[src/sv/clex_pkg.sv]
// clex_pkg: shared types, codes, keyword table and character classifiers
// for the C subset lexer. Depends on nothing; every other file uses it.

package clex_pkg;

  localparam int MAX_TEXT_DEF      = 65536;
  localparam int KEYWORD_CHARS_DEF = 8;
  localparam int Q_DEPTH           = 2;
  localparam int NUM_KW            = 6;
  localparam int KW_MAX_LEN        = 8;
  localparam int KW_KIND_BASE      = 2;

  typedef logic [2:0] mode_t;
  localparam mode_t MODE_IDLE    = 3'd0;
  localparam mode_t MODE_WORD    = 3'd1;
  localparam mode_t MODE_NUMBER  = 3'd2;
  localparam mode_t MODE_OP      = 3'd3;
  localparam mode_t MODE_COMMENT = 3'd4;
  localparam mode_t MODE_CSTAR   = 3'd5;

  typedef logic [5:0] kind_t;
  localparam kind_t K_IDENT    = 6'd0;
  localparam kind_t K_INTEGER  = 6'd1;
  localparam kind_t K_LPAREN   = 6'd8;
  localparam kind_t K_RPAREN   = 6'd9;
  localparam kind_t K_LBRACK   = 6'd10;
  localparam kind_t K_RBRACK   = 6'd11;
  localparam kind_t K_LBRACE   = 6'd12;
  localparam kind_t K_RBRACE   = 6'd13;
  localparam kind_t K_SEMI     = 6'd14;
  localparam kind_t K_ASSIGN   = 6'd15;
  localparam kind_t K_EQ       = 6'd16;
  localparam kind_t K_NOT      = 6'd17;
  localparam kind_t K_NE       = 6'd18;
  localparam kind_t K_PLUS     = 6'd19;
  localparam kind_t K_INC      = 6'd20;
  localparam kind_t K_PLUS_EQ  = 6'd21;
  localparam kind_t K_MINUS    = 6'd22;
  localparam kind_t K_DEC      = 6'd23;
  localparam kind_t K_MINUS_EQ = 6'd24;
  localparam kind_t K_ARROW    = 6'd25;
  localparam kind_t K_STAR     = 6'd26;
  localparam kind_t K_STAR_EQ  = 6'd27;
  localparam kind_t K_AMP      = 6'd28;
  localparam kind_t K_AND      = 6'd29;
  localparam kind_t K_SQUOTE   = 6'd30;
  localparam kind_t K_DQUOTE   = 6'd31;
  localparam kind_t K_DIV_EQ   = 6'd32;
  localparam kind_t K_SLASH    = 6'd33;
  localparam kind_t K_PERCENT  = 6'd34;
  localparam kind_t K_MOD_EQ   = 6'd35;
  localparam kind_t K_SHR      = 6'd36;
  localparam kind_t K_GE       = 6'd37;
  localparam kind_t K_GT       = 6'd38;
  localparam kind_t K_SHL      = 6'd39;
  localparam kind_t K_LE       = 6'd40;
  localparam kind_t K_LT       = 6'd41;
  localparam kind_t K_CARET    = 6'd42;
  localparam kind_t K_COMMA    = 6'd43;
  localparam kind_t K_QUEST    = 6'd44;
  localparam kind_t K_COLON    = 6'd45;
  localparam kind_t K_PIPE     = 6'd46;
  localparam kind_t K_OR       = 6'd47;

  localparam logic [7:0] KW_TEXT [NUM_KW][KW_MAX_LEN] = '{
    '{"i", "n", "t", 8'h00, 8'h00, 8'h00, 8'h00, 8'h00},
    '{"c", "h", "a", "r", 8'h00, 8'h00, 8'h00, 8'h00},
    '{"g", "o", "t", "o", 8'h00, 8'h00, 8'h00, 8'h00},
    '{"c", "o", "n", "t", "i", "n", "u", "e"},
    '{"b", "r", "e", "a", "k", 8'h00, 8'h00, 8'h00},
    '{"r", "e", "t", "u", "r", "n", 8'h00, 8'h00}
  };
  localparam logic [3:0] KW_LEN [NUM_KW] = '{4'd3, 4'd4, 4'd4, 4'd8, 4'd5, 4'd6};

  typedef struct packed {
    kind_t       kind;
    logic [15:0] start;
    logic [15:0] length;
  } token_t;

  typedef struct packed {
    logic   two;
    token_t tok0;
    token_t tok1;
  } step_t;

  typedef struct packed {
    logic  valid;
    step_t step;
  } q_head_t;

  typedef struct packed {
    logic  hit;
    kind_t kind;
  } kind_hit_t;

  function automatic logic is_alpha(input logic [7:0] c);
    return (c inside {["a":"z"], ["A":"Z"]});
  endfunction

  function automatic logic is_digit(input logic [7:0] c);
    return (c inside {["0":"9"]});
  endfunction

  function automatic kind_hit_t single_kind(input logic [7:0] c);
    kind_hit_t r;
    r.hit  = 1'b1;
    r.kind = K_IDENT;
    case (c)
      "(":  r.kind = K_LPAREN;
      ")":  r.kind = K_RPAREN;
      "[":  r.kind = K_LBRACK;
      "]":  r.kind = K_RBRACK;
      "{":  r.kind = K_LBRACE;
      "}":  r.kind = K_RBRACE;
      ";":  r.kind = K_SEMI;
      "'":  r.kind = K_SQUOTE;
      "\"": r.kind = K_DQUOTE;
      "^":  r.kind = K_CARET;
      ",":  r.kind = K_COMMA;
      "?":  r.kind = K_QUEST;
      ":":  r.kind = K_COLON;
      default: r.hit = 1'b0;
    endcase
    return r;
  endfunction

  // kind is K_IDENT when c opens no operator
  function automatic kind_hit_t op_alone(input logic [7:0] c);
    kind_hit_t r;
    r.hit  = 1'b1;
    r.kind = K_IDENT;
    case (c)
      "=": r.kind = K_ASSIGN;
      "!": r.kind = K_NOT;
      "+": r.kind = K_PLUS;
      "-": r.kind = K_MINUS;
      "*": r.kind = K_STAR;
      "&": r.kind = K_AMP;
      "/": r.kind = K_SLASH;
      "%": r.kind = K_PERCENT;
      ">": r.kind = K_GT;
      "<": r.kind = K_LT;
      "|": r.kind = K_PIPE;
      default: r.hit = 1'b0;
    endcase
    return r;
  endfunction

  function automatic kind_hit_t op_pair(input logic [7:0] a, input logic [7:0] b);
    kind_hit_t r;
    r.hit  = 1'b0;
    r.kind = K_IDENT;
    case (a)
      "=": if (b == "=") r = '{hit: 1'b1, kind: K_EQ};
      "!": if (b == "=") r = '{hit: 1'b1, kind: K_NE};
      "+": begin
        if (b == "+") r = '{hit: 1'b1, kind: K_INC};
        else if (b == "=") r = '{hit: 1'b1, kind: K_PLUS_EQ};
      end
      "-": begin
        if (b == "-") r = '{hit: 1'b1, kind: K_DEC};
        else if (b == "=") r = '{hit: 1'b1, kind: K_MINUS_EQ};
        else if (b == ">") r = '{hit: 1'b1, kind: K_ARROW};
      end
      "*": if (b == "=") r = '{hit: 1'b1, kind: K_STAR_EQ};
      "&": if (b == "&") r = '{hit: 1'b1, kind: K_AND};
      "/": if (b == "=") r = '{hit: 1'b1, kind: K_DIV_EQ};
      "%": if (b == "=") r = '{hit: 1'b1, kind: K_MOD_EQ};
      ">": begin
        if (b == ">") r = '{hit: 1'b1, kind: K_SHR};
        else if (b == "=") r = '{hit: 1'b1, kind: K_GE};
      end
      "<": begin
        if (b == "<") r = '{hit: 1'b1, kind: K_SHL};
        else if (b == "=") r = '{hit: 1'b1, kind: K_LE};
      end
      "|": if (b == "|") r = '{hit: 1'b1, kind: K_OR};
      default: r.hit = 1'b0;
    endcase
    return r;
  endfunction

endpackage

[src/sv/clex_ifs.sv]
// clex_ifs: valid/ready channel interfaces for characters in and tokens out.
// Depends on clex_pkg for the token kind type.

interface clex_in_if;
  logic       valid;
  logic       ready;
  logic [7:0] char_byte;
  logic       end_of_text;

  modport source (output valid, output char_byte, output end_of_text, input ready);
  modport sink   (input valid, input char_byte, input end_of_text, output ready);
endinterface

interface clex_out_if;
  logic                valid;
  logic                ready;
  clex_pkg::kind_t     token_kind;
  logic [15:0]         token_start;
  logic [15:0]         token_length;
  logic                run_last;

  modport source (output valid, output token_kind, output token_start,
                  output token_length, output run_last, input ready);
  modport sink   (input valid, input token_kind, input token_start,
                  input token_length, input run_last, output ready);
endinterface

[src/sv/c_subset_lexer_core.sv]
// c_subset_lexer_core: top level of the C subset lexer; scanner, step queue
// and token output stage. Depends on clex_pkg, clex_ifs and the clex modules.
//
//   channel   direction  word                                   handshake
//   in_chan   in         char_byte, end_of_text                 valid/ready
//   out_chan  out        token_kind, token_start, token_length, valid/ready
//                        run_last
//
// One character per cycle while the step queue has room; each token passes
// through the step queue into the output register, which passes on one
// token per cycle while out_chan.ready is high.
// A character that ends two tokens sends both through the output stage in
// turn; the two-record queue takes up the gap, and in_chan.ready drops only
// while it is full.
// Reset is synchronous and clears scanner mode, position, word count, queue
// pointers and output valid; there is no clearing pass.

module c_subset_lexer_core #(
  parameter int MAX_TEXT      = clex_pkg::MAX_TEXT_DEF,
  parameter int KEYWORD_CHARS = clex_pkg::KEYWORD_CHARS_DEF
) (
  input  logic       clk,
  input  logic       rst_n,
  clex_in_if.sink    in_chan,
  clex_out_if.source out_chan
);

  logic              q_ready;
  logic              push;
  clex_pkg::step_t   push_step;
  clex_pkg::q_head_t head;
  logic              pop;

  clex_front #(
    .MAX_TEXT      (MAX_TEXT),
    .KEYWORD_CHARS (KEYWORD_CHARS)
  ) u_front (
    .clk       (clk),
    .rst_n     (rst_n),
    .in_chan   (in_chan),
    .q_ready   (q_ready),
    .push      (push),
    .push_step (push_step)
  );

  clex_queue u_queue (
    .clk       (clk),
    .rst_n     (rst_n),
    .push      (push),
    .push_step (push_step),
    .q_ready   (q_ready),
    .head      (head),
    .pop       (pop)
  );

  clex_back u_back (
    .clk      (clk),
    .rst_n    (rst_n),
    .head     (head),
    .pop      (pop),
    .out_chan (out_chan)
  );

  a_reset_idle: assert property (@(posedge clk) !rst_n |=> !out_chan.valid)
    else $error("output valid after reset");

  a_len_nonzero: assert property (@(posedge clk) disable iff (!rst_n)
    out_chan.valid |-> out_chan.token_length != 16'd0)
    else $error("token of zero length");

  a_pair_follows: assert property (@(posedge clk) disable iff (!rst_n)
    (out_chan.valid && out_chan.ready && !out_chan.run_last) |=> out_chan.valid)
    else $error("second token of a step missing");

  a_push_room: assert property (@(posedge clk) disable iff (!rst_n)
    push |-> q_ready)
    else $error("push into full queue");

endmodule

[src/sv/clex_front.sv]
// clex_front: scanner state machine; takes one character per cycle while the
// queue has room and pushes the zero to two tokens it finishes as one step
// record. Depends on clex_pkg and clex_in_if.

module clex_front #(
  parameter int MAX_TEXT      = clex_pkg::MAX_TEXT_DEF,
  parameter int KEYWORD_CHARS = clex_pkg::KEYWORD_CHARS_DEF
) (
  input  logic             clk,
  input  logic             rst_n,
  clex_in_if.sink          in_chan,
  input  logic             q_ready,
  output logic             push,
  output clex_pkg::step_t  push_step
);

  localparam logic [15:0] POS_LIMIT =
    (MAX_TEXT - 1 > 65535) ? 16'hFFFF : 16'(MAX_TEXT - 1);
  localparam int CW = $clog2(KEYWORD_CHARS + 2);
  localparam int IW = $clog2(KEYWORD_CHARS);

  logic [15:0]          pos_r, pos_nxt;
  logic [15:0]          begin_r, begin_nxt;
  clex_pkg::mode_t      mode_r, mode_nxt;
  logic [7:0]           pend_r, pend_nxt;
  logic [7:0]           wbuf_r [KEYWORD_CHARS];
  logic [7:0]           wbuf_nxt [KEYWORD_CHARS];
  logic [CW-1:0]        wcnt_r, wcnt_nxt;

  logic                 accept;
  logic [7:0]           c;
  logic                 do_idle;
  logic                 v0, v1, v2;
  clex_pkg::token_t     t0, t1, t2;
  logic [8*clex_pkg::KW_MAX_LEN-1:0] head_cur, head_nxt;
  clex_pkg::kind_hit_t  single_c, alone_c, alone_p, alone_pn, pair_pc;

  function automatic clex_pkg::kind_t word_kind(
    input logic [8*clex_pkg::KW_MAX_LEN-1:0] txt,
    input logic [CW-1:0]                     cnt
  );
    clex_pkg::kind_t k_out;
    logic            m;
    k_out = clex_pkg::K_IDENT;
    for (int k = 0; k < clex_pkg::NUM_KW; k++) begin
      m = (cnt == CW'(clex_pkg::KW_LEN[k]));
      for (int j = 0; j < clex_pkg::KW_MAX_LEN; j++) begin
        if (j < int'(clex_pkg::KW_LEN[k]) && txt[8*j +: 8] != clex_pkg::KW_TEXT[k][j]) begin
          m = 1'b0;
        end
      end
      if (m) begin
        k_out = clex_pkg::kind_t'(clex_pkg::KW_KIND_BASE + k);
      end
    end
    return k_out;
  endfunction

  function automatic logic [15:0] run_len(input logic [16:0] stop, input logic [15:0] beg);
    logic [16:0] d;
    d = stop - {1'b0, beg};
    if (stop > {1'b0, beg}) begin
      return d[16] ? 16'hFFFF : d[15:0];
    end
    return 16'd1;
  endfunction

  assign in_chan.ready = q_ready;
  assign accept        = in_chan.valid && q_ready;
  assign c             = in_chan.char_byte;

  always_comb begin
    mode_nxt  = mode_r;
    begin_nxt = begin_r;
    pend_nxt  = pend_r;
    wcnt_nxt  = wcnt_r;
    wbuf_nxt  = wbuf_r;
    pos_nxt   = pos_r;
    do_idle   = 1'b0;
    v0 = 1'b0;
    v1 = 1'b0;
    v2 = 1'b0;
    t0 = '0;
    t1 = '0;
    t2 = '0;
    single_c = clex_pkg::single_kind(c);
    alone_c  = clex_pkg::op_alone(c);
    alone_p  = clex_pkg::op_alone(pend_r);
    pair_pc  = clex_pkg::op_pair(pend_r, c);
    for (int j = 0; j < clex_pkg::KW_MAX_LEN; j++) begin
      head_cur[8*j +: 8] = wbuf_r[j];
    end

    case (mode_r)
      clex_pkg::MODE_WORD: begin
        if (clex_pkg::is_alpha(c) || clex_pkg::is_digit(c)) begin
          if (wcnt_r < CW'(KEYWORD_CHARS)) wbuf_nxt[wcnt_r[IW-1:0]] = c;
          if (wcnt_r <= CW'(KEYWORD_CHARS)) wcnt_nxt = wcnt_r + CW'(1);
        end else begin
          v0        = 1'b1;
          t0.kind   = word_kind(head_cur, wcnt_r);
          t0.start  = begin_r;
          t0.length = run_len({1'b0, pos_r}, begin_r);
          do_idle   = 1'b1;
        end
      end
      clex_pkg::MODE_NUMBER: begin
        if (!clex_pkg::is_digit(c)) begin
          v0        = 1'b1;
          t0.kind   = clex_pkg::K_INTEGER;
          t0.start  = begin_r;
          t0.length = run_len({1'b0, pos_r}, begin_r);
          do_idle   = 1'b1;
        end
      end
      clex_pkg::MODE_OP: begin
        if (pend_r == "/" && c == "*") begin
          mode_nxt = clex_pkg::MODE_COMMENT;
        end else if (pair_pc.hit) begin
          v0        = 1'b1;
          t0.kind   = pair_pc.kind;
          t0.start  = begin_r;
          t0.length = 16'd2;
          mode_nxt  = clex_pkg::MODE_IDLE;
        end else begin
          v0        = 1'b1;
          t0.kind   = alone_p.kind;
          t0.start  = begin_r;
          t0.length = 16'd1;
          do_idle   = 1'b1;
        end
      end
      clex_pkg::MODE_COMMENT: begin
        if (c == "*") mode_nxt = clex_pkg::MODE_CSTAR;
      end
      clex_pkg::MODE_CSTAR: begin
        if (c == "/") mode_nxt = clex_pkg::MODE_IDLE;
        else if (c != "*") mode_nxt = clex_pkg::MODE_COMMENT;
      end
      default: do_idle = 1'b1;
    endcase

    if (do_idle) begin
      mode_nxt = clex_pkg::MODE_IDLE;
      if (clex_pkg::is_alpha(c)) begin
        mode_nxt    = clex_pkg::MODE_WORD;
        begin_nxt   = pos_r;
        wbuf_nxt[0] = c;
        wcnt_nxt    = CW'(1);
      end else if (clex_pkg::is_digit(c)) begin
        mode_nxt  = clex_pkg::MODE_NUMBER;
        begin_nxt = pos_r;
      end else if (single_c.hit) begin
        v1        = 1'b1;
        t1.kind   = single_c.kind;
        t1.start  = pos_r;
        t1.length = 16'd1;
      end else if (alone_c.hit) begin
        mode_nxt  = clex_pkg::MODE_OP;
        begin_nxt = pos_r;
        pend_nxt  = c;
      end
    end

    for (int j = 0; j < clex_pkg::KW_MAX_LEN; j++) begin
      head_nxt[8*j +: 8] = wbuf_nxt[j];
    end
    alone_pn = clex_pkg::op_alone(pend_nxt);

    if (in_chan.end_of_text) begin
      case (mode_nxt)
        clex_pkg::MODE_WORD: begin
          v2        = 1'b1;
          t2.kind   = word_kind(head_nxt, wcnt_nxt);
          t2.start  = begin_nxt;
          t2.length = run_len({1'b0, pos_r} + 17'd1, begin_nxt);
        end
        clex_pkg::MODE_NUMBER: begin
          v2        = 1'b1;
          t2.kind   = clex_pkg::K_INTEGER;
          t2.start  = begin_nxt;
          t2.length = run_len({1'b0, pos_r} + 17'd1, begin_nxt);
        end
        clex_pkg::MODE_OP: begin
          v2        = 1'b1;
          t2.kind   = alone_pn.kind;
          t2.start  = begin_nxt;
          t2.length = 16'd1;
        end
        default: v2 = 1'b0;
      endcase
      pos_nxt   = '0;
      begin_nxt = '0;
      mode_nxt  = clex_pkg::MODE_IDLE;
      pend_nxt  = '0;
      wcnt_nxt  = '0;
    end else if (pos_r < POS_LIMIT) begin
      pos_nxt = pos_r + 16'd1;
    end
  end

  // pack: a single-char token never shares a step with an end-of-text flush
  always_comb begin
    push           = accept && (v0 || v1 || v2);
    push_step.two  = (v0 && v1) || (v0 && v2);
    push_step.tok0 = v0 ? t0 : (v1 ? t1 : t2);
    push_step.tok1 = (v0 && v1) ? t1 : t2;
  end

  always_ff @(posedge clk) begin
    if (!rst_n) begin
      pos_r  <= '0;
      mode_r <= clex_pkg::MODE_IDLE;
      wcnt_r <= '0;
    end else if (accept) begin
      pos_r  <= pos_nxt;
      mode_r <= mode_nxt;
      wcnt_r <= wcnt_nxt;
    end
  end

  always_ff @(posedge clk) begin
    if (accept) begin
      begin_r <= begin_nxt;
      pend_r  <= pend_nxt;
      wbuf_r  <= wbuf_nxt;
    end
  end

endmodule

[src/sv/clex_queue.sv]
// clex_queue: short FIFO of step records between scanner and token output.
// Depends on clex_pkg.

module clex_queue (
  input  logic              clk,
  input  logic              rst_n,
  input  logic              push,
  input  clex_pkg::step_t   push_step,
  output logic              q_ready,
  output clex_pkg::q_head_t head,
  input  logic              pop
);

  localparam int PW = (clex_pkg::Q_DEPTH > 1) ? $clog2(clex_pkg::Q_DEPTH) : 1;
  localparam int NW = $clog2(clex_pkg::Q_DEPTH + 1);

  clex_pkg::step_t mem_r [clex_pkg::Q_DEPTH];
  logic [PW-1:0]   wptr_r, wptr_nxt;
  logic [PW-1:0]   rptr_r, rptr_nxt;
  logic [NW-1:0]   cnt_r, cnt_nxt;
  logic            do_pop;

  assign q_ready    = (cnt_r != NW'(clex_pkg::Q_DEPTH));
  assign head.valid = (cnt_r != '0);
  assign head.step  = mem_r[rptr_r];
  assign do_pop     = pop && head.valid;

  always_comb begin
    wptr_nxt = wptr_r;
    rptr_nxt = rptr_r;
    cnt_nxt  = cnt_r;
    if (push) begin
      wptr_nxt = (wptr_r == PW'(clex_pkg::Q_DEPTH - 1)) ? '0 : wptr_r + PW'(1);
    end
    if (do_pop) begin
      rptr_nxt = (rptr_r == PW'(clex_pkg::Q_DEPTH - 1)) ? '0 : rptr_r + PW'(1);
    end
    if (push && !do_pop) cnt_nxt = cnt_r + NW'(1);
    else if (!push && do_pop) cnt_nxt = cnt_r - NW'(1);
  end

  always_ff @(posedge clk) begin
    if (!rst_n) begin
      wptr_r <= '0;
      rptr_r <= '0;
      cnt_r  <= '0;
    end else begin
      wptr_r <= wptr_nxt;
      rptr_r <= rptr_nxt;
      cnt_r  <= cnt_nxt;
    end
  end

  always_ff @(posedge clk) begin
    if (push) mem_r[wptr_r] <= push_step;
  end

endmodule

[src/sv/clex_back.sv]
// clex_back: unpacks step records into single tokens and holds each in an
// output register until taken. Depends on clex_pkg and clex_out_if.

module clex_back (
  input  logic              clk,
  input  logic              rst_n,
  input  clex_pkg::q_head_t head,
  output logic              pop,
  clex_out_if.source        out_chan
);

  logic             out_valid_r;
  clex_pkg::token_t out_tok_r;
  logic             out_last_r;
  logic             idx_r;
  logic             load;

  assign load = !out_valid_r || out_chan.ready;
  assign pop  = load && head.valid && (idx_r || !head.step.two);

  always_ff @(posedge clk) begin
    if (!rst_n) begin
      out_valid_r <= 1'b0;
      idx_r       <= 1'b0;
    end else if (load) begin
      out_valid_r <= head.valid;
      if (head.valid) idx_r <= head.step.two && !idx_r;
    end
  end

  always_ff @(posedge clk) begin
    if (load && head.valid) begin
      out_tok_r  <= idx_r ? head.step.tok1 : head.step.tok0;
      out_last_r <= idx_r || !head.step.two;
    end
  end

  assign out_chan.valid        = out_valid_r;
  assign out_chan.token_kind   = out_tok_r.kind;
  assign out_chan.token_start  = out_tok_r.start;
  assign out_chan.token_length = out_tok_r.length;
  assign out_chan.run_last     = out_last_r;

endmodule
[src/flat_wrapper.sv]
// flat-port wrapper written by rule: the top's interface ports become plain ports
module c_subset_lexer_core_flat 
#(
  parameter int MAX_TEXT      = clex_pkg::MAX_TEXT_DEF,
  parameter int KEYWORD_CHARS = clex_pkg::KEYWORD_CHARS_DEF
)
  (clk, rst_n, in_chan_valid, in_chan_char_byte, in_chan_end_of_text, in_chan_ready, out_chan_valid, out_chan_token_kind, out_chan_token_start, out_chan_token_length, out_chan_run_last, out_chan_ready);
  clex_in_if in_chan_i ();
  clex_out_if out_chan_i ();
  input  logic clk;
  input  logic rst_n;
  input wire logic [$bits(in_chan_i.valid)-1:0] in_chan_valid;
  input wire logic [$bits(in_chan_i.char_byte)-1:0] in_chan_char_byte;
  input wire logic [$bits(in_chan_i.end_of_text)-1:0] in_chan_end_of_text;
  output wire logic [$bits(in_chan_i.ready)-1:0] in_chan_ready;
  output wire logic [$bits(out_chan_i.valid)-1:0] out_chan_valid;
  output wire logic [$bits(out_chan_i.token_kind)-1:0] out_chan_token_kind;
  output wire logic [$bits(out_chan_i.token_start)-1:0] out_chan_token_start;
  output wire logic [$bits(out_chan_i.token_length)-1:0] out_chan_token_length;
  output wire logic [$bits(out_chan_i.run_last)-1:0] out_chan_run_last;
  input wire logic [$bits(out_chan_i.ready)-1:0] out_chan_ready;
  assign in_chan_i.valid = in_chan_valid;
  assign in_chan_i.char_byte = in_chan_char_byte;
  assign in_chan_i.end_of_text = in_chan_end_of_text;
  assign in_chan_ready = in_chan_i.ready;
  assign out_chan_valid = out_chan_i.valid;
  assign out_chan_token_kind = out_chan_i.token_kind;
  assign out_chan_token_start = out_chan_i.token_start;
  assign out_chan_token_length = out_chan_i.token_length;
  assign out_chan_run_last = out_chan_i.run_last;
  assign out_chan_i.ready = out_chan_ready;
  c_subset_lexer_core #(.MAX_TEXT(MAX_TEXT), .KEYWORD_CHARS(KEYWORD_CHARS)) u_core (.clk(clk), .rst_n(rst_n), .in_chan(in_chan_i), .out_chan(out_chan_i));
endmodule
[config.mk]
export PLATFORM = sky130hd
export DESIGN_NAME = c_subset_lexer_core_flat
export DESIGN_NICKNAME = d
export VERILOG_FILES = /design/src/sv/clex_pkg.sv /design/src/sv/clex_ifs.sv /design/src/sv/c_subset_lexer_core.sv /design/src/sv/clex_front.sv /design/src/sv/clex_queue.sv /design/src/sv/clex_back.sv /design/src/flat_wrapper.sv
export SDC_FILE = /design/constraint.sdc
export NUM_CORES = 1
export LEC_CHECK = 0
export CORE_ASPECT_RATIO = 1.1
export CORE_MARGIN = 1
export CORE_UTILIZATION = 55
export CTS_BUF_LIST = sky130_fd_sc_hd__clkbuf_8
export DETAILED_ROUTE_END_ITERATION = 10
export DONT_BUFFER_PORTS = 1
export PLACE_DENSITY = 0.74
export SYNTH_ARGS = -nofsm -noshare
export SYNTH_HDL_FRONTEND = slang
export SYNTH_SLANG_ARGS = --single-unit
[constraint.sdc]
create_clock -name clk -period 12.8 [get_ports clk]
set_clock_uncertainty 0.05 [all_clocks]
set_input_delay 0 -clock clk [delete_from_list [all_inputs] [get_ports clk]]
set_output_delay 0 -clock clk [all_outputs]
set_load 0.03 [all_outputs]
# Word-level counts from Yosys, hierarchy flattened

Memory sizes are Yosys's and may differ from the RTL's. A register that Yosys moved wholly into a read port is not among the register bits.
Index checks and enable logic that the tools add are counted.

Register bits: 156
Bits in writable memories: 154
Output and inout port bits: 41
Word-level logic and storage cells: 409
Memories kept: 1

Add/subtract/negate cells: 9
Magnitude comparators: 13
Equality and inequality tests: 116
Multiplexer cells: 211
Bitwise operators: 1
Reductions and logical operators: 36

Memories:

| name                 | words | width | rd ports | clocked after Yosys merged registers in | wr ports | line             | source |
|---|---|---|---|---|---|---|---|
| u_core.u_queue.mem_r | 2     | 77    | 1        | 1                                       | 1        | clex_queue.sv:17 | `clex_pkg::step_t mem_r [clex_pkg::Q_DEPTH];` |

Operators by type and width:

| kind                  | count |
|---|---|
| $mux 38               | 12 |
| $ne 8x7->1 const B    | 50 |
| $eq 8x6->1 const B    | 38 |
| $mux 16               | 15 |
| $pmux 38 s3           | 2 |
| $pmux 6 s11           | 3 |
| $mux 64               | 3 |
| $mux 1                | 113 |
| $mux 7                | 16 |
| $pmux 6 s13           | 1 |
| $bwmux 64             | 1 |
| $eq 8x7->1 const B    | 8 |
| $mux 8                | 8 |
| $mux 6                | 10 |
| $mux 33               | 1 |
| $demux 8 s3           | 1 |
| $eq 4x3->1 const B    | 6 |
| $mux 4                | 6 |
| $mux 3                | 7 |
| $add 16x1->17 const B | 1 |
| $gt 17x16->1          | 1 |
| $sub 16x16->17        | 1 |
| $sub 17x16->17        | 1 |
| $add 16x1->16 const B | 1 |
| 36 further kinds      | 80 |

# Depth between registers and ports, before layout

Gate-level depths: netlist (run 1).

Depth after elaboration: 29
Gate-level depth with buffers: 25
Mapped depth without buffers: 20

# By module

A second synthesis (run 1) with hierarchy kept.

Cell total of the unflattened synthesis: 1695
Area, all modules: 18440.2 um2

Modules (own cells, without submodules):

| module     | instances | cells each | area each (um2) |
|---|---|---|---|
| clex_front | 1         | 1339       | 10797.9 |
| clex_queue | 1         | 262        | 5894.4 |
| clex_back  | 1         | 94         | 1747.9 |

# Worst setup path after synthesis (run 1)

OpenSTA, ideal clock, no wires.

Kind: flip-flop to flip-flop
From: register u_core.u_front.pend_r[3]
To: memory u_core.u_queue.mem_r[0][0] (netlist bit) (enable)
Library setup time: 0.523 ns
Arrival: 5.822 ns
Data required time: 12.227 ns
Path slack: 6.405 ns
Cell stages (with the launch flop): 11
Clock period less this slack: 6.395 ns
Path through: edfxtp_1 clkbuf_1 nor2b_1 nand3_1 o211ai_1 a2111o_1 o211ai_2 a2bb2oi_2 buf_2 a31oi_1 nor2b_1

Word-level cells in the longest chain between the ends: 14

Ends and longest elaborated chain:

| item                                            | line                      | source |
|---|---|---|
| from (decl)                                     | clex_front.sv:25          | `logic [7:0] pend_r, pend_nxt;` |
| from (signal assigned)                          | clex_front.sv:225         | `pend_r <= pend_nxt;` |
| $eq 8x7->1 (tied with other cells)              | clex_pkg.sv:154           | `case (a)` |
| $pmux 1 s11                                     | clex_pkg.sv:154           |  |
| $mux 1 / $mux 3 (equally long branches)         | clex_front.sv:119         | `end else if (pair_pc.hit) begin` |
| $mux 1 / $mux 3 (equally long branches)         | clex_front.sv:117         | `if (pend_r == "/" && c == "*") begin` |
| $pmux 1 s4 / $pmux 3 s3 (equally long branches) | clex_front.sv:94          | `case (mode_r)` |
| $mux 3                                          | clex_front.sv:143         | `if (do_idle) begin` |
| $eq 3x2->1 / $eq 3x1->1 (equally long branches) | clex_front.sv:171         | `case (mode_nxt)` |
| $reduce_or 3->1 (no source line)                | n/a                       |  |
| $mux 1                                          | clex_front.sv:171         |  |
| $mux 1                                          | clex_front.sv:170         | `if (in_chan.end_of_text) begin` |
| $logic_or 1x1->1 (*)                            | clex_front.sv:204         | `push = accept && (v0 \|\| v1 \|\| v2);` |
| $logic_and 1x1->1 (*)                           | clex_front.sv:204         |  |
| named net u_core.push                           | c_subset_lexer_core.sv:29 | `logic push;` |
| $mux 1 (*)                                      | clex_queue.sv:55          | `if (push) mem_r[wptr_r] <= push_step;` |
| $mux 1 (implied by the code) (*)                | clex_queue.sv:55          |  |
| to (decl)                                       | clex_queue.sv:17          |  |

Mark *: on every way through the listed nets, which the timed path passes. The rest lies on a longest branch.

==> results of run 1 <==
==> registers in the layout (all words and copies together) (netlist names), named ones only <==
| signal | cells |
|---|---|
| u_core.u_back.out_chan.token_length | 16 |
| u_core.u_back.out_chan.token_kind | 6 |
| u_core.u_front.begin_r | 16 |
| u_core.u_back.out_chan.run_last | 1 |
| u_core.u_front.pos_r | 16 |
| u_core.u_front.wcnt_r | 4 |
| u_core.u_queue.cnt_r | 2 |
| u_core.u_back.out_chan.valid | 1 |
| u_core.u_front.head_cur | 64 |
| u_core.u_back.idx_r | 1 |
| u_core.u_queue.rptr_r | 1 |
| u_core.u_back.out_chan.token_start | 16 |
| u_core.u_queue.mem_r | 154 |
| u_core.u_front.mode_r | 3 |
| u_core.u_queue.wptr_r | 1 |
| u_core.u_front.pend_r | 8 |
==> worst reg2reg max path, stage by stage (launching register included) <==
cell and delay, ps:
edfxtp_1 950, inv_1 220, o2111ai_1 250, o211ai_1 160, a2111oi_2 480, a21oi_1 170, a21oi_2 130, buf_4 340
nor2_1 90, a21oi_1 350, ha_1 210, nor2b_1 130, o21ai_0 110, a21oi_1 270, o211ai_1 170, a31oi_1 350
o21ai_0 170, nand4b_1 730, o22ai_1 550
==> power breakdown <==
group	internal, W	switching [W]	total [W]	leakage, nW
Clock	0.000450	0.000407	0.000857	0.564
Sequential	0.00136	0.000240	0.00160	2.83
Combinational	0.000289	0.000446	0.000734	3.17
Total	0.00210	0.00109	0.00319	6.56
==> timing repair <==
item	in CTS	in global routing
gates resized for setup	0	0
hold buffers	15	0
hold endpoints to repair	138	0
==> how the worst max path moves through the flow <==
stage,from,to,slack [ps],cells after the start
5_1_grt,u_core.u_front.pend_r[1]$_SDFFCE_PP0P_,u_core.u_queue.mem_r[1][51]$_DFFE_PP_,6180,18
3_5_place_dp,u_core.u_front.pend_r[1]$_SDFFCE_PP0P_,u_core.u_queue.mem_r[0][51]$_DFFE_PP_,6840,18
2_1_floorplan,u_core.u_front.pend_r[3]$_SDFFCE_PP0P_,u_core.u_queue.mem_r[0][0]$_DFFE_PP_,6410,10
4_1_cts,u_core.u_front.pend_r[1]$_SDFFCE_PP0P_,u_core.u_queue.mem_r[1][51]$_DFFE_PP_,6810,18
3_3_place_gp,u_core.u_front.pend_r[1]$_SDFFCE_PP0P_,u_core.u_queue.mem_r[0][38]$_DFFE_PP_,7080,21
6_report,u_core.u_front.pend_r[1]$_SDFFCE_PP0P_,u_core.u_queue.mem_r[0][41]$_DFFE_PP_,6710,18
==> layout make-up <==
cell class,count,area share
Timing Repair Buffer,33,0.01512
Multi-Input combinational cell,1202,0.4336
Sequential cell,311,0.4628
Clock buffer,53,0.03734
Inverter,51,0.009864
Clock inverter,41,0.01396
Tap cell,426,0.02729
==> layer usage <==
metal | vias to the layer above | wire, um | share of wire | global-route usage
li1 | 6351 | - | - | -
met1 | 6762 | 22080 | 0.43 | 0.4307
met2 | 678 | 23050 | 0.45 | 0.4829
met3 | 121 | 3986 | 0.078 | 0.04375
met4 | 0 | 1660 | 0.033 | 0.1107
met5 | - | 0 | 0 | 0
==> cell families (layout without fill, tap and decap cells) <==
family / after synthesis / in the layout / share of synthesized area
adders and majority gates: 40 / 40 / 0.02850
AOI/OAI and AO/OA: 381 / 381 / 0.1455
and+or+nand+nor: 627 / 627 / 0.1808
DFF: 311 / 311 / 0.4997
xor gates and xnor gates: 48 / 48 / 0.02324
muxes: 106 / 106 / 0.08847
buffers and inverters: 154 / 178 / 0.03376
==> cells in the final DEF (no fill, tap or decap), types with 22 or more instances in the layout <==
cell type | synthesis | layout
a21oi_1 | 76 | 76
and2_1 | 23 | 22
clkbuf_8 | 0 | 53
dfxtp_1 | 30 | 28
edfxtp_1 | 281 | 281
ha_1 | 38 | 38
inv_1 | 49 | 61
mux2_2 | 45 | 45
mux4_2 | 38 | 38
nand2_1 | 119 | 119
nand3_1 | 56 | 56
nand4_1 | 23 | 23
nor2_1 | 170 | 169
nor2b_1 | 41 | 40
nor3_1 | 52 | 51
o21ai_0 | 91 | 90
o22ai_1 | 23 | 23
xnor2_1 | 28 | 27
==> stage by stage <==
step	setup slack (ps)	instance area, um^2	util	hold WS [ps]	power (W)
CTS	6810	19530	0.6034	0.7861	0.003207
detailed placement	6844	18370	0.5675	78.39	0.002339
finish	6709	19530	0.6034	47.28	0.003190
global placement	7075	18370	0.5675	76.32	0.002317
floorplan	6405	18090	-	249.3	0.002128
global route	6179	19530	0.6034	40.52	0.003333
==> qor.csv, run 1 <==
metric,value,unit
ys_seq_area_frac,0.4997,
antennaDiodeCount,0,
critPathCaptureType,flip-flop,
critPathKind,flip-flop to flip-flop,
ff2ff_path_depth,18,
worst_pin_slew,1153,ps
maxClockFrequency,0.1642,GHz
slew-limit-headroom,0.2264,
layout.cells.non_filler,2117,
rows,69,
areaGrowthSynthToFinish,7.989,%
num_vias,13912,
reg2reg_to,u_core.u_queue.mem_r[0][41]$_DFFE_PP_,
hold_violations,0,
grt_max_degree,85,
cts_max_path_buffers,3,
cts_setup_buffers,0,
holdPathEnd,u_core.u_queue.mem_r[1][74]$_DFFE_PP_,
post-synth-top-area-fraction,0.4665,
slowest_stage,edfxtp_1,
path_clk_slew,60,ps
initial_utilization,0.5587,
cts_tree,done,
crit_chain,"inv_1, o2111ai_1, o211ai_1, a2111oi_2, a21oi_1, a21oi_2, buf_4, nor2_1, a21oi_1, ha_1, nor2b_1, o21ai_0, a21oi_1, o211ai_1, a31oi_1, o21ai_0, nand4b_1, o22ai_1",
final_nets,1702,
min_delay_path_depth,4,
maxSlewViolCount,0,
yosysTopAreaCell,edfxtp_1,
numPortBuffers,0,
numCtsBuffers,50,
hp-class,primary input to flip-flop,
async_reset_ff_frac,0,
drv_cap,0,
drtIter0Drc,1663,
io_pins,54,
synth.area.top_cells,"edfxtp_1, mux4_2, nor2_1",
fin_setup_tns,0,ps
seqCellArea,0.009041,mm^2
power_density,163.3,mW/mm^2
rsz0062_at_grt,false,
critPathMaxStageDelay,950,ps
status,finished clean,
drc_errors,0,
cts_root_buf,clkbuf_8,
drive_gt1_frac,0.1301,
synthFlopType,edfxtp_1,
synth.most_common_cell,edfxtp_1,
via_per_inst,6.572,
fin_crit,6091,ps
grt_pass1_wl,78.85,mm
setup_violations,0,
postRouteAntennaNets,0,
cts_sinks,311,
ys_warn_count,0,
antenna_found_initial,0,
place_hpwl,34.80,mm
die_height,192.2,um
synth_cells,1667,
htreeDepth,2,
crit_arrival,6440,ps
cpMostUsedCell,a21oi_1,
min_period_over_period,0.4759,
grt_pass1_vias,13277,
p_leak,6.563,nW
avgSynthCellArea,10.85,um^2
wl_per_cell,23.99,um
multi_input_area,0.008469,mm^2
holdCritStartpoint,in_chan_char_byte[6],
regToRegSetupSlack,6710,ps
cp.required,13150,ps
regToRegStartpoint,u_core.u_front.pend_r[1]$_SDFFCE_PP0P_,
nFillCells,2623,
synthesis.area,0.01809,mm^2
cp_max_fo,33,
dr.pass1.iters,6,
design.core.area,0.03237,mm^2
dp.cells,2008,
peakVddDrop,0.1607,mV
crit_family,compound AO/OA/AOI/OAI gates,
path_buf_inv,2,
synth_nets,1720,
dieArea,0.03362,mm^2
yosys-top-cells-count,"edfxtp_1, nor2_1, nand2_1",
grt_usage,0.3060,
wirelength,50.78,mm
synth_seq_cells,311,
die_x,174.9,um
clk_latency,620,ps
grt.overflow.total,0,
place.gp.congestion,1.015,
synth_edf_count,281,
start_kind,flip-flop,
synth_cell_types,104,
(Power assumes the default switching activity.)
==> run 2, diff against run 1 <==
- clock period: 12.8 -> 6.1 ns (I/O delays scaled with it)
==> qor.csv, run 2 (synthesized netlist as in run 1, its figures left out) <==
metric,value,unit
grt.overflow.total,0,
worst_pin_slew,1061,ps
crit_chain,"and2_0, o2111ai_1, o211ai_1, a2111oi_2, a21oi_1, a21oi_2, buf_4, nor2_1, a21oi_1, ha_1, nor2b_1, o21ai_0, a21oi_1, o211ai_1, a31oi_1, o2111ai_1, or3b_1, a311oi_1, a211oi_1",
reg2reg_to,u_core.u_queue.mem_r[1][38]$_DFFE_PP_,
rsz0062_at_grt,false,
regToRegSetupSlack,370,ps
holdCritStartpoint,in_chan_valid,
htreeDepth,2,
placed_cell_area,0.01846,mm^2
die_height,192.2,um
crit_arrival,6010,ps
die_x,174.9,um
grt_pass1_vias,13276,
maxClockFrequency,0.1746,GHz
slew-limit-headroom,0.2902,
critPathKind,flip-flop to flip-flop,
critPathCaptureType,flip-flop,
power_frac_clock,0.256,
combPwrFrac,0.238,
drtIter0Drc,1774,
p_seq_frac,0.506,
cts_sinks,311,
drv_cap,0,
via_per_inst,6.616,
power_density,337.8,mW/mm^2
start_kind,flip-flop,
wl_per_cell,24.62,um
layout_common_cells,"edfxtp_1, nor2_1, nand2_1",
finalInstanceArea,0.01958,mm^2
final_nets,1716,
cp.required,6380,ps
p_sw,0.002282,W
grt_max_degree,76,
postRouteAntennaNets,0,
cts_root_buf,clkbuf_8,
peakVddDrop,0.3929,mV
numPortBuffers,0,
dr.pass1.iters,8,
numCtsBuffers,48,
cpMostUsedCell,a21oi_1,
ff2ff_path_depth,19,
slowest_stage,edfxtp_1,
report.power.total,0.006616,W
grt_usage,0.3134,
p_sw_frac,0.3449,
path_clk_slew,80,ps
clk_latency,610,ps
fin_crit,5728,ps
largest_reg_flops,154,
dp_slack,159.3,ps
p_int,0.004334,W
regMostFlops,u_core.u_queue.mem_r,
rows,69,
maxSlewViolCount,0,
num_vias,14073,
drc_errors,0,
post-route-worst-setup-slack,372.0,ps
p_leak,6.588,nW
antenna_found_initial,1,
startpoint,u_core.u_front.pend_r[3]$_SDFFCE_PP0P_,
cts_tree,done,
drive_gt1_frac,0.1331,
initial_utilization,0.5587,
areaGrowthSynthToFinish,8.259,%
regToRegStartpoint,u_core.u_front.pend_r[3]$_SDFFCE_PP0P_,
cp_max_fo,15,
final_common_cell,edfxtp_1,
status,finished clean,
endpoint,u_core.u_queue.mem_r[1][38]$_DFFE_PP_,
io_pins,54,
hp-class,primary input to flip-flop,
setup_violations,0,
cts_max_path_buffers,3,
place_hpwl,35.88,mm
grt_pass1_wl,80.09,mm
hold_violations,0,
dieArea,0.03362,mm^2
fin_util,0.6049,
critPathMaxStageDelay,570,ps
min_period_over_period,0.9390,
wirelength,52.36,mm
place.gp.congestion,0.9401,
design.core.area,0.03237,mm^2
fin_setup_tns,0,ps
run 2: power by group through the flow:
stage                     Combinational (W)  Clock, W  Sequential, W
after global routing                0.00170   0.00181        0.00339
after floorplan                     0.00117         0        0.00329
after CTS                           0.00156   0.00173        0.00335
after global placement              0.00149         0        0.00337
final                               0.00158   0.00169        0.00335
after detailed placement            0.00152         0        0.00339
run 2: per-layer routing:
metal	wire (um)	track usage
met1	22440	0.4487
met2	24000	0.4867
met5	10	0
met3	4365	0.04473
met4	1544	0.1114
run 2: worst min-delay path by stage:
stage	end	slack, ps	depth (start not counted)
3_3_place_gp	u_core.u_queue.wptr_r$_SDFFE_PN0P_	70	1
5_1_grt	u_core.u_front.head_cur[30]$_DFFE_PP_	50	3
2_1_floorplan	u_core.u_front.wcnt_r[0]$_SDFFE_PN0P_	250	3
4_1_cts	u_core.u_front.mode_r[2]$_SDFFE_PN0P_	6	6
3_5_place_dp	u_core.u_queue.wptr_r$_SDFFE_PN0P_	80	1
6_report	u_core.u_front.mode_r[2]$_SDFFE_PN0P_	40	3
run 2: critical path: cells and delay by family (launching register included):
family / cells / cell delay (ps)
compound gates: 13 / 3300
simple gates: 4 / 990
fa+ha+maj: 1 / 220
flops: 1 / 570
buf+inv: 1 / 290
run 2: timing repair:
item                                    4_1_cts  5_1_grt
gates resized for setup                       0        1
hold endpoints to repair                    138       60
endpoints found under the setup margin        0       62
setup buffers                                 0        7
hold buffers                                 12        1
run 2: through the flow:
step	cells	hold slack (ps)
after floorplan	1667	249.3
after global placement	2019	74.91
after detailed placement	2019	77.73
after CTS	2116	6.335
after global routing	2124	47.24
final	2127	41.56
run 2: area by class of cell:
cell class	count	area [um^2]
Antenna cell	3	7.507
Clock buffer	48	660.6
Clock inverter	37	251.5
Fill cell	2628	12790
Inverter	51	192.7
Multi-Input combinational cell	1202	8473
Sequential cell	311	9041
Tap cell	426	533.0
Timing Repair Buffer	49	422.9
